===== src/rtl/kcl_pkg.sv =====
// Package for the keypad code lock: status codes, result record and defaults.
// Used by every module in rtl/; depends on nothing.
package kcl_pkg;

  localparam int unsigned CODE_LEN_DEF = 6;
  localparam logic [7:0] NO_KEY = 8'hff;

  typedef enum logic [2:0] {
    ST_IDLE       = 3'd0,
    ST_FIRST_DONE = 3'd1,
    ST_ENROLLED   = 3'd2,
    ST_DIFFER     = 3'd3,
    ST_UNLOCK     = 3'd4,
    ST_WRONG      = 3'd5
  } status_e;

  typedef struct packed {
    status_e    status;
    logic [3:0] entered_count;
  } kcl_result_t;

endpackage


===== src/rtl/kcl_in_reg.sv =====
// Input register of the keypad code lock: holds one key transfer.
// Depends on kcl_pkg.
module kcl_in_reg import kcl_pkg::*; (
  input  logic       clk_i,
  input  logic       rst_ni,
  input  logic       valid_i,
  input  logic [7:0] key_i,
  input  logic       advance_i,
  output logic       ready_o,
  output logic       valid_o,
  output logic [7:0] key_o
);

  logic       valid_q, valid_d;
  logic [7:0] key_q;

  assign ready_o = !valid_q || advance_i;
  assign valid_d = ready_o ? valid_i : valid_q;

  always_ff @(posedge clk_i or negedge rst_ni) begin
    if (!rst_ni) begin
      valid_q <= 1'b0;
    end else begin
      valid_q <= valid_d;
    end
  end

  always_ff @(posedge clk_i) begin
    if (ready_o && valid_i) begin
      key_q <= key_i;
    end
  end

  assign valid_o = valid_q;
  assign key_o   = key_q;

endmodule


===== src/rtl/kcl_core.sv =====
// Enrollment and unlock logic of the keypad code lock: key stores, entry
// counter and code compares. Depends on kcl_pkg.
module kcl_core import kcl_pkg::*; #(
  parameter int unsigned CodeLen = CODE_LEN_DEF
) (
  input  logic        clk_i,
  input  logic        rst_ni,
  input  logic        fire_i,
  input  logic [7:0]  key_i,
  output kcl_result_t result_o
);

  localparam int unsigned IdxW = $clog2(2 * CodeLen + 1);
  localparam int unsigned PosW = (CodeLen > 1) ? $clog2(CodeLen) : 1;
  localparam logic [IdxW-1:0] LenIdx  = IdxW'(CodeLen);
  localparam logic [IdxW-1:0] Len2Idx = IdxW'(2 * CodeLen);
  localparam logic [IdxW-1:0] OneIdx  = IdxW'(1);

  logic [7:0] first_q  [CodeLen];
  logic [7:0] second_q [CodeLen];
  logic [7:0] stored_q [CodeLen];

  logic            enrolled_q, enrolled_d;
  logic [IdxW-1:0] idx_q, idx_d;

  logic            wr_first, wr_second, copy_code;
  logic [PosW-1:0] wr_pos;
  logic [IdxW-1:0] idx_sub, eff_idx, idx_inc;
  logic            enroll_eq, unlock_eq;
  logic [IdxW+3:0] count_wide;
  status_e         status;

  // Compare with the current key standing in the last position.
  always_comb begin
    enroll_eq = 1'b1;
    unlock_eq = 1'b1;
    for (int unsigned i = 0; i < CodeLen; i++) begin
      if (i == CodeLen - 1) begin
        enroll_eq = enroll_eq && (first_q[i] == key_i);
        unlock_eq = unlock_eq && (key_i == stored_q[i]);
      end else begin
        enroll_eq = enroll_eq && (first_q[i] == second_q[i]);
        unlock_eq = unlock_eq && (first_q[i] == stored_q[i]);
      end
    end
  end

  always_comb begin
    idx_sub    = idx_q - LenIdx;
    eff_idx    = (idx_q >= LenIdx) ? '0 : idx_q;
    idx_inc    = '0;
    wr_first   = 1'b0;
    wr_second  = 1'b0;
    copy_code  = 1'b0;
    wr_pos     = idx_q[PosW-1:0];
    enrolled_d = enrolled_q;
    idx_d      = idx_q;
    status     = ST_IDLE;
    if (fire_i && key_i != NO_KEY) begin
      if (!enrolled_q) begin
        if (idx_q < LenIdx) begin
          wr_first = 1'b1;
          idx_d    = idx_q + OneIdx;
          if (idx_d == LenIdx) begin
            status = ST_FIRST_DONE;
          end
        end else if (idx_q < Len2Idx) begin
          wr_second = 1'b1;
          wr_pos    = idx_sub[PosW-1:0];
          idx_d     = idx_q + OneIdx;
          if (idx_d == Len2Idx) begin
            if (enroll_eq) begin
              copy_code  = 1'b1;
              enrolled_d = 1'b1;
              status     = ST_ENROLLED;
            end else begin
              status = ST_DIFFER;
            end
            idx_d = '0;
          end
        end else begin
          idx_d = '0;
        end
      end else begin
        wr_first = 1'b1;
        wr_pos   = eff_idx[PosW-1:0];
        idx_inc  = eff_idx + OneIdx;
        idx_d    = idx_inc;
        if (idx_inc == LenIdx) begin
          status = unlock_eq ? ST_UNLOCK : ST_WRONG;
          idx_d  = '0;
        end
      end
    end
  end

  always_ff @(posedge clk_i or negedge rst_ni) begin
    if (!rst_ni) begin
      enrolled_q <= 1'b0;
      idx_q      <= '0;
    end else begin
      enrolled_q <= enrolled_d;
      idx_q      <= idx_d;
    end
  end

  always_ff @(posedge clk_i) begin
    if (wr_first) begin
      first_q[wr_pos] <= key_i;
    end
    if (wr_second) begin
      second_q[wr_pos] <= key_i;
    end
    if (copy_code) begin
      stored_q <= first_q;
    end
  end

  assign count_wide             = {4'b0000, idx_d};
  assign result_o.status        = status;
  assign result_o.entered_count = count_wide[3:0];

endmodule


===== src/rtl/kcl_out_reg.sv =====
// Result register of the keypad code lock: holds one result until transfer.
// Depends on kcl_pkg.
module kcl_out_reg import kcl_pkg::*; (
  input  logic        clk_i,
  input  logic        rst_ni,
  input  logic        load_i,
  input  kcl_result_t result_i,
  input  logic        ready_i,
  output logic        advance_o,
  output logic        valid_o,
  output kcl_result_t result_o
);

  logic        valid_q, valid_d;
  kcl_result_t result_q;

  assign advance_o = !valid_q || ready_i;
  assign valid_d   = load_i ? 1'b1 : (ready_i ? 1'b0 : valid_q);

  always_ff @(posedge clk_i or negedge rst_ni) begin
    if (!rst_ni) begin
      valid_q <= 1'b0;
    end else begin
      valid_q <= valid_d;
    end
  end

  always_ff @(posedge clk_i) begin
    if (load_i) begin
      result_q <= result_i;
    end
  end

  assign valid_o  = valid_q;
  assign result_o = result_q;

endmodule


===== src/rtl/keypad_code_lock_unit.sv =====
// Keypad code lock: one key code in per transfer, one status result out per
// transfer. A key code of 0xff means no key: nothing changes and the result
// reports idle with the current count. Until a code is enrolled the lock takes
// a first entry of CODE_LEN keys, then a second one; if they match the code is
// stored, otherwise both are dropped. Once enrolled, every CODE_LEN keys give
// unlock or wrong code and counting starts over. Each key is held in an input
// register, goes through the compare and counter logic, and lands in a result
// register that presents its result on the master side, so the block takes one
// key every clock unless both stages are full and the master side stalls. The
// input register keeps accepting while a result waits, until both stages are
// full.
// Depends on kcl_pkg, kcl_in_reg, kcl_core and kcl_out_reg.
module keypad_code_lock_unit import kcl_pkg::*; #(
  parameter int unsigned CODE_LEN = CODE_LEN_DEF
) (
  input  logic       clk_i,
  input  logic       rst_ni,
  input  logic       s_axis_tvalid_i,
  output logic       s_axis_tready_o,
  input  logic [7:0] s_axis_tdata_i,   // [7:0] key_code
  output logic       m_axis_tvalid_o,
  input  logic       m_axis_tready_i,
  output logic [7:0] m_axis_tdata_o    // [2:0] status, [6:3] entered_count, [7] zero
);

  logic        in_valid;
  logic [7:0]  in_key;
  logic        advance;
  logic        fire;
  kcl_result_t core_result;
  kcl_result_t out_result;

  // Hold the incoming key until the result stage can take its outcome.
  kcl_in_reg u_in_reg (
    .clk_i     (clk_i),
    .rst_ni    (rst_ni),
    .valid_i   (s_axis_tvalid_i),
    .key_i     (s_axis_tdata_i),
    .advance_i (advance),
    .ready_o   (s_axis_tready_o),
    .valid_o   (in_valid),
    .key_o     (in_key)
  );

  // Advance the lock state only when the result register has room.
  assign fire = in_valid && advance;

  kcl_core #(
    .CodeLen (CODE_LEN)
  ) u_core (
    .clk_i    (clk_i),
    .rst_ni   (rst_ni),
    .fire_i   (fire),
    .key_i    (in_key),
    .result_o (core_result)
  );

  kcl_out_reg u_out_reg (
    .clk_i     (clk_i),
    .rst_ni    (rst_ni),
    .load_i    (fire),
    .result_i  (core_result),
    .ready_i   (m_axis_tready_i),
    .advance_o (advance),
    .valid_o   (m_axis_tvalid_o),
    .result_o  (out_result)
  );

  assign m_axis_tdata_o = {1'b0, out_result.entered_count, out_result.status};

  // A finished sequence always leaves the counter at zero.
  a_final_count_zero : assert property (@(posedge clk_i) disable iff (!rst_ni)
    (fire && (core_result.status == ST_ENROLLED || core_result.status == ST_DIFFER ||
              core_result.status == ST_UNLOCK || core_result.status == ST_WRONG))
    |-> core_result.entered_count == 4'd0)
    else $error("finished sequence left a nonzero count");

  // The first entry completes exactly at CODE_LEN keys.
  a_first_done_count : assert property (@(posedge clk_i) disable iff (!rst_ni)
    (fire && core_result.status == ST_FIRST_DONE)
    |-> core_result.entered_count == 4'(CODE_LEN))
    else $error("first entry done at wrong count");

  // Input stalls only when both stages hold an item and the sink is stalled.
  a_stall_cause : assert property (@(posedge clk_i) disable iff (!rst_ni)
    !s_axis_tready_o |-> (in_valid && m_axis_tvalid_o && !m_axis_tready_i))
    else $error("input stalled without back pressure");

  // A processed key always lands in the result register.
  a_fire_loads : assert property (@(posedge clk_i) disable iff (!rst_ni)
    fire |=> m_axis_tvalid_o)
    else $error("processed key produced no result");

endmodule

===== config.mk =====
export PLATFORM = sky130hd
export DESIGN_NAME = keypad_code_lock_unit
export DESIGN_NICKNAME = d
export VERILOG_FILES = /design/src/rtl/kcl_pkg.sv /design/src/rtl/kcl_in_reg.sv /design/src/rtl/kcl_core.sv /design/src/rtl/kcl_out_reg.sv /design/src/rtl/keypad_code_lock_unit.sv
export SDC_FILE = /design/constraint.sdc
export NUM_CORES = 1
export LEC_CHECK = 0
export BUFFER_PORTS_ARGS = -buffer_cell sky130_fd_sc_hd__buf_4
export CAP_MARGIN = 5
export CORE_MARGIN = 2
export CORE_UTILIZATION = 35
export CTS_CLUSTER_DIAMETER = 80
export DETAILED_ROUTE_END_ITERATION = 10
export PLACE_DENSITY = 0.54
export SYNTH_ARGS = -nofsm -noshare
export SYNTH_HDL_FRONTEND = slang
export SYNTH_SLANG_ARGS = --single-unit

===== constraint.sdc =====
create_clock -name clk_i -period 8 [get_ports clk_i]
set_clock_uncertainty 0.1 [all_clocks]
set_input_delay 0.4 -clock clk_i [delete_from_list [all_inputs] [get_ports clk_i]]
set_output_delay 0.4 -clock clk_i [all_outputs]
set_load 0.02 [all_outputs]

# --- Word-level counts from Yosys, hierarchy flattened ---
# Memory sizes are Yosys's and may differ from the RTL's.
# Index checks and enable logic that the tools add are counted.
word_totals:
  ff_bits: 118
  mem_bits_rw: 48
  input_bits: 12
  output_inout_bits: 10
  elab_cells: 104
  n_memories: 1
memory_table:
  columns: ["memory", "words", "word_bits", "read_ports", "rd_clocked_by_memory_dff", "wr", "line_no", "rtl"]
  rows:
  - ["u_core.second_q", 6, 8, 5, 0, 1, "kcl_core.sv:20", "logic [7:0] second_q [CodeLen];"]
classes:
  addsub: 3
  magnitude_cmp: 5
  n_eq_ne: 16
  muxes: 40
  n_bitwise: 1
  reduce_logical: 19
op_table:
  columns: ["op", "count"]
  rows:
  - ["$eq A8 B8 Y1", 12]
  - ["$bwmux W48", 1]
  - ["$mux W4", 7]
  - ["$mux W3", 9]
  - ["$demux W8 S3", 1]
  - ["$mux W1", 21]
  - ["$logic_and A1 B1 Y1", 14]
  - ["$add A4 B1 Y4 const B", 2]
  - ["$eq A4 B3 Y1 const B", 2]
  - ["$mux W8", 1]
  - ["$ne A8 B8 Y1 const B", 1]
  - ["$eq A4 B4 Y1 const B", 1]
  - ["$ge A4 B3 Y1 const B", 1]
  - ["$ge A4 B4 Y1 const B", 1]
  - ["$lt A4 B1 Y1 const B", 1]
  - ["$lt A4 B3 Y1 const B", 1]
  - ["$lt A4 B4 Y1 const B", 1]
  - ["$not A3 Y4", 1]
  - ["$sub A3 B3 Y3 const B", 1]
  - ["$logic_not A1 Y1", 2]
  - ["$logic_or A1 B1 Y1", 2]
  - ["$reduce_bool A2 Y1", 1]

# --- Logic depth before layout (Yosys ltp) ---
# An unclocked memory read counts as a cell.
depth:
  word_depth: 13
  mapped_depth: 9

# --- Hierarchy ---
# Synthesis repeated with hierarchy kept, for this count alone.
unflattened:
  hier_cells: 378
  hier_area_um2: 6357.3
by_module_without_submodules:
  columns: ["mod", "instances", "cells_per_inst", "area_per_inst_um2"]
  rows:
  - ["kcl_core", 1, 353, 5788.1]
  - ["kcl_in_reg", 1, 12, 294.0]
  - ["kcl_out_reg", 1, 10, 257.7]
  - ["keypad_code_lock_unit", 1, 3, 17.5]

# --- Worst setup path before layout ---
# OpenSTA, ideal clock, no wires.
synth_timing:
  kind: "reg2reg"
  start: "register u_in_reg.key_q[7] (netlist: u_in_reg.key_o[7])"
  end: "register u_core.stored_q[0] (netlist name), enable pin"
  arrival_time_ns: 5.822
  t_required_ns: 7.327
  slack_ns: 1.505
  path_stages_with_launch: 5
  n_path_buf: 0
  cell_sequence: "edfxtp_1 -> xor2_1 -> nor4_1 -> nand4_1 -> nor4_1"
synth_between:
  elab_chain_cells: 8
  elab_cells_between_ends: 10
synth_lines:
  columns: ["item", "line_no", "rtl"]
  rows:
  - ["start, declared", "kcl_in_reg.sv:15", "logic [7:0] key_q;"]
  - ["start signal, assigned", "kcl_in_reg.sv:30", "key_q <= key_i;"]
  - ["$eq A8 B8 Y1", "kcl_core.sv:39", "enroll_eq = enroll_eq && (first_q[i] == key_i);"]
  - ["$logic_and A1 B1 Y1", "kcl_core.sv:39", null]
  - ["$mux W1", "kcl_core.sv:72", "if (enroll_eq) begin"]
  - ["$mux W1", "kcl_core.sv:71", "if (idx_d == Len2Idx) begin"]
  - ["$mux W1", "kcl_core.sv:67", "end else if (idx_q < Len2Idx) begin"]
  - ["$mux W1", "kcl_core.sv:61", "if (idx_q < LenIdx) begin"]
  - ["$mux W1", "kcl_core.sv:60", "if (!enrolled_q) begin"]
  - ["$mux W1 (*)", "kcl_core.sv:59", "if (fire_i && key_i != NO_KEY) begin"]
  - ["net u_core.copy_code", "kcl_core.sv:26", "logic wr_first, wr_second, copy_code;"]
  - ["end signal, assigned", "kcl_core.sv:115", "stored_q <= first_q;"]
  - ["end, declared", "kcl_core.sv:21", "logic [7:0] stored_q [CodeLen];"]
# Mark *: on every way through the listed nets, which the timed path passes. The rest lies on a longest branch.
# A chain may end at the register's enable or synchronous reset.

# --- Worst setup path after layout ---
layout_timing:
  start: "register u_in_reg.key_q[7] (netlist: u_in_reg.key_o[7])"
  end: "memory u_core.second_q[4][0], enable pin"
layout_between:
  elab_chain_cells: 5
  elab_cells_between_ends: 6
layout_lines:
  columns: ["item", "line_no", "rtl"]
  rows:
  - ["$ne A8 B8 Y1 (*)", "kcl_core.sv:59", null]
  - ["$logic_and A1 B1 Y1 (*)", "kcl_core.sv:59", null]
  - ["$mux W1", "kcl_core.sv:59", null]
  - ["$mux W1", "kcl_core.sv:111", "if (wr_second) begin"]
  - ["$mux W1 (not written as such)", "kcl_core.sv:112", "second_q[wr_pos] <= key_i;"]
  - ["end, declared", "kcl_core.sv:20", null]
# Every way passes the cells marked *; elsewhere a longest branch is shown, timed or not.

==> reports/qor.yml <==
run_status: "completed"
r2r_end: "u_core.second_q[4][0]$_DFFE_PP_"
seq_area_frac_synth_pct: 75.2
synth_common_cells: "edfxtp_1 (151), xor2_1 (96), nor4_1 (29), nand2_1 (9)"
regArea_um2: 4710
pre_cts_slack_ns: 4.88
clkLatencyLatePin_ns: 0.42
drv_slew: 0
power_density_nw_per_um2: 271
via_count: 3192
clock_power_share_pct: 40.0
synth.largest_area_cell: "edfxtp_1"
num_rows: 48
start_kind: "flip-flop"
rrSetupSlack_ns: 5.00
cp.arrival_ns: 2.93
async_flop_share_pct: 4.43
finalSetupTns_ns: 0
cts_tree: "built"
synth_flop_cell: "edfxtp_1"
fin_crit_sh_pct: 37.5
antenna_cells: 0
setup_ws_ns: 5.00
power_frac_comb_pct: 8.6
gp_congestion: 0.818
root_buffer: "clkbuf_16"
antenna_found_initial: 0
min_from: "s_axis_tdata_i[2]"
grt_pass1_vias: 3198
p_int_uw: 1510
syn-mean-instance-area_um2: 17.0
numPortBuffers: 20
fin_crit_ns: 3.00
synthTopCellsByArea: "edfxtp_1 (72%), xor2_1 (13%), nor4_1 (2.9%)"
switching_share_pct: 24.0
hold-path-endpoint: "u_in_reg.key_o[2]$_DFFE_PP_"
leakage_uw: 0.00250
synth_cell_type_count: 39
grt_use_total_pct: 15.3
seq_power_share_pct: 51.4
max_clock_freq_ghz: 0.333
cts_setup_buffers: 0
peakVddDrop_mv: 0.178
syn-num-nets: 384
holdBufCountCts: 1
die_area_um2: 19000
cts_resized: 0
grt_max_degree: 37
wl_per_cell_um: 20.7
rsz0062_at_grt: "no"
ys_ff_latch: 158
endpoint_kind: "flip-flop"
h-tree-depth: 4
post-route-drc-count: 0
final_util_pct: 42.1
synth_warnings: 0
first_iter_violations: 196
syn-cell-area_um2: 6260
slew_headroom_pct: 17.7
antenna_left: 0
hold_violations: 0
p_sw_uw: 477
cap_violations: 0
die_h_um: 138
drive_above_1_share_pct: 16.0
synth_most_common_cell: "edfxtp_1"
drt-total-wl_um: 13400
tightest_slew_ns: 1.23
syn_inst: 368
synth_top_area_share_pct: 72.4
ff2ff_path_depth: 3
holdWs_ns: 0.0536
crit_required_ns: 7.93
r2r-start: "u_in_reg.key_o[7]$_DFFE_PP_"
grt_pass1_wl_um: 20100
vias_per_cell: 4.95
dp_hpwl_um: 9290
critPathMaxFanout: 14
finalSetupViolations: 0
numClockSinks: 158
core_area_um2: 17400
grt_overflow_total: 0
synth-edff-count: 151
fill_cells: 1548
clkTransAtPathRegs_ns: 0.06
syn_to_final_growth_pct: 17.0
fin_nets: 423
io_pins: 22
multi_input_area_um2: 1530
cts_buffers: 17
worst-setup-path-type: "reg2reg"
clock_path_buffers: 2
initial_core_util_pct: 36.0
holdPathStages: 1
dr.pass1.iters: 4
hold_path_class: "in2reg"
die_x_um: 138
-- final cells by class --
cell class              count  share of cell area [%]
clock buffers              19                    5.91
repair buffers             27                    2.77
flip-flops and latches    158                    64.3
inverters                   6                   0.307
clock inverters            13                    2.02
multi-input cells         197                    20.9
well taps                 225                    3.84
-- how the worst max path moves through the flow --
stage	start	to	cells past startpoint
after global routing	u_in_reg.key_o[7]$_DFFE_PP_	u_core.second_q[4][0]$_DFFE_PP_	3
after floorplan	u_in_reg.key_o[7]$_DFFE_PP_	u_core.stored_q[0]$_DFFE_PP_	4
final	u_in_reg.key_o[7]$_DFFE_PP_	u_core.second_q[4][0]$_DFFE_PP_	3
after CTS	u_in_reg.key_o[7]$_DFFE_PP_	u_core.first_q[8]$_DFFE_PP_	3
after global placement	u_in_reg.key_o[7]$_DFFE_PP_	u_core.first_q[10]$_DFFE_PP_	3
after detailed placement	u_in_reg.key_o[7]$_DFFE_PP_	u_core.first_q[15]$_DFFE_PP_	3
-- flip-flops by register name (all words and copies together) (netlist names) --
name,cells
u_out_reg.valid_o,1
u_core.second_q,40
u_out_reg.result_o,7
u_in_reg.key_o,8
u_in_reg.valid_o,1
u_core.first_q,48
u_core.idx_q,4
u_core.stored_q,48
u_core.enrolled_q,1
-- cells by family (layout without fill, tap and decap cells) --
group	count (synthesis)	in the layout	share of synthesized area, %
other cells	1	1	0.0599
fa+ha+maj	4	4	0.799
buf+inv	13	65	0.979
simple gates	74	74	6.89
compound gates	21	21	2.38
flops	158	158	75.2
xor+xnor	97	97	13.7
-- routing by layer --
| metal | up-vias | wire, um | part of all wire, % | global-route usage (%) |
|---|---|---|---|---|
| met1 | 1617 | 6110 | 46 | 20.7 |
| met4 | 0 | 287 | 2.1 | 6.58 |
| met5 | - | 0 | 0 | 0 |
| met2 | 92 | 6430 | 48 | 24.0 |
| met3 | 21 | 530 | 4.0 | 3.27 |
| li1 | 1462 | - | - | - |
-- metrics by stage --
| stage | area, um^2 | cells | power [uW] |
|---|---|---|---|
| 3_5_place_dp | 6730 | 611 | 1210 |
| 3_3_place_gp | 6730 | 611 | 1210 |
| 4_1_cts | 7320 | 644 | 2000 |
| 5_1_grt | 7330 | 645 | 2050 |
| 6_report | 7330 | 645 | 1990 |
| 2_1_floorplan | 6260 | 368 | 1140 |
-- layout by cell type, fill, tap and decap left out, drive strengths merged, types with 3 or more instances in the layout --
cell	instances
xor2	96
nor2	8
edfxtp	151
nor3	7
nand2	9
nand2b	3
o21ai	6
a21oi	8
inv	6
clkinv	7
buf	25
ha	4
nand4	8
dfrtp	7
bufinv	3
clkbuf	20
clkinvlp	3
nor4	29
-- worst max-delay path: stages (launching register included) --
cell      delay, ns
edfxtp_1       0.65
nand4_1        0.25
o211ai_1       0.46
nor3_1         1.14
-- power by group through the flow --
stage | logic, uW | clock network [uW] | registers [uW]
3_5_place_dp | 169 | 0 | 1040
6_report | 171 | 795 | 1020
5_1_grt | 189 | 837 | 1030
2_1_floorplan | 128 | 0 | 1010
4_1_cts | 171 | 806 | 1020
3_3_place_gp | 169 | 0 | 1040
Note: power is estimated with default switching activity, not from simulation.
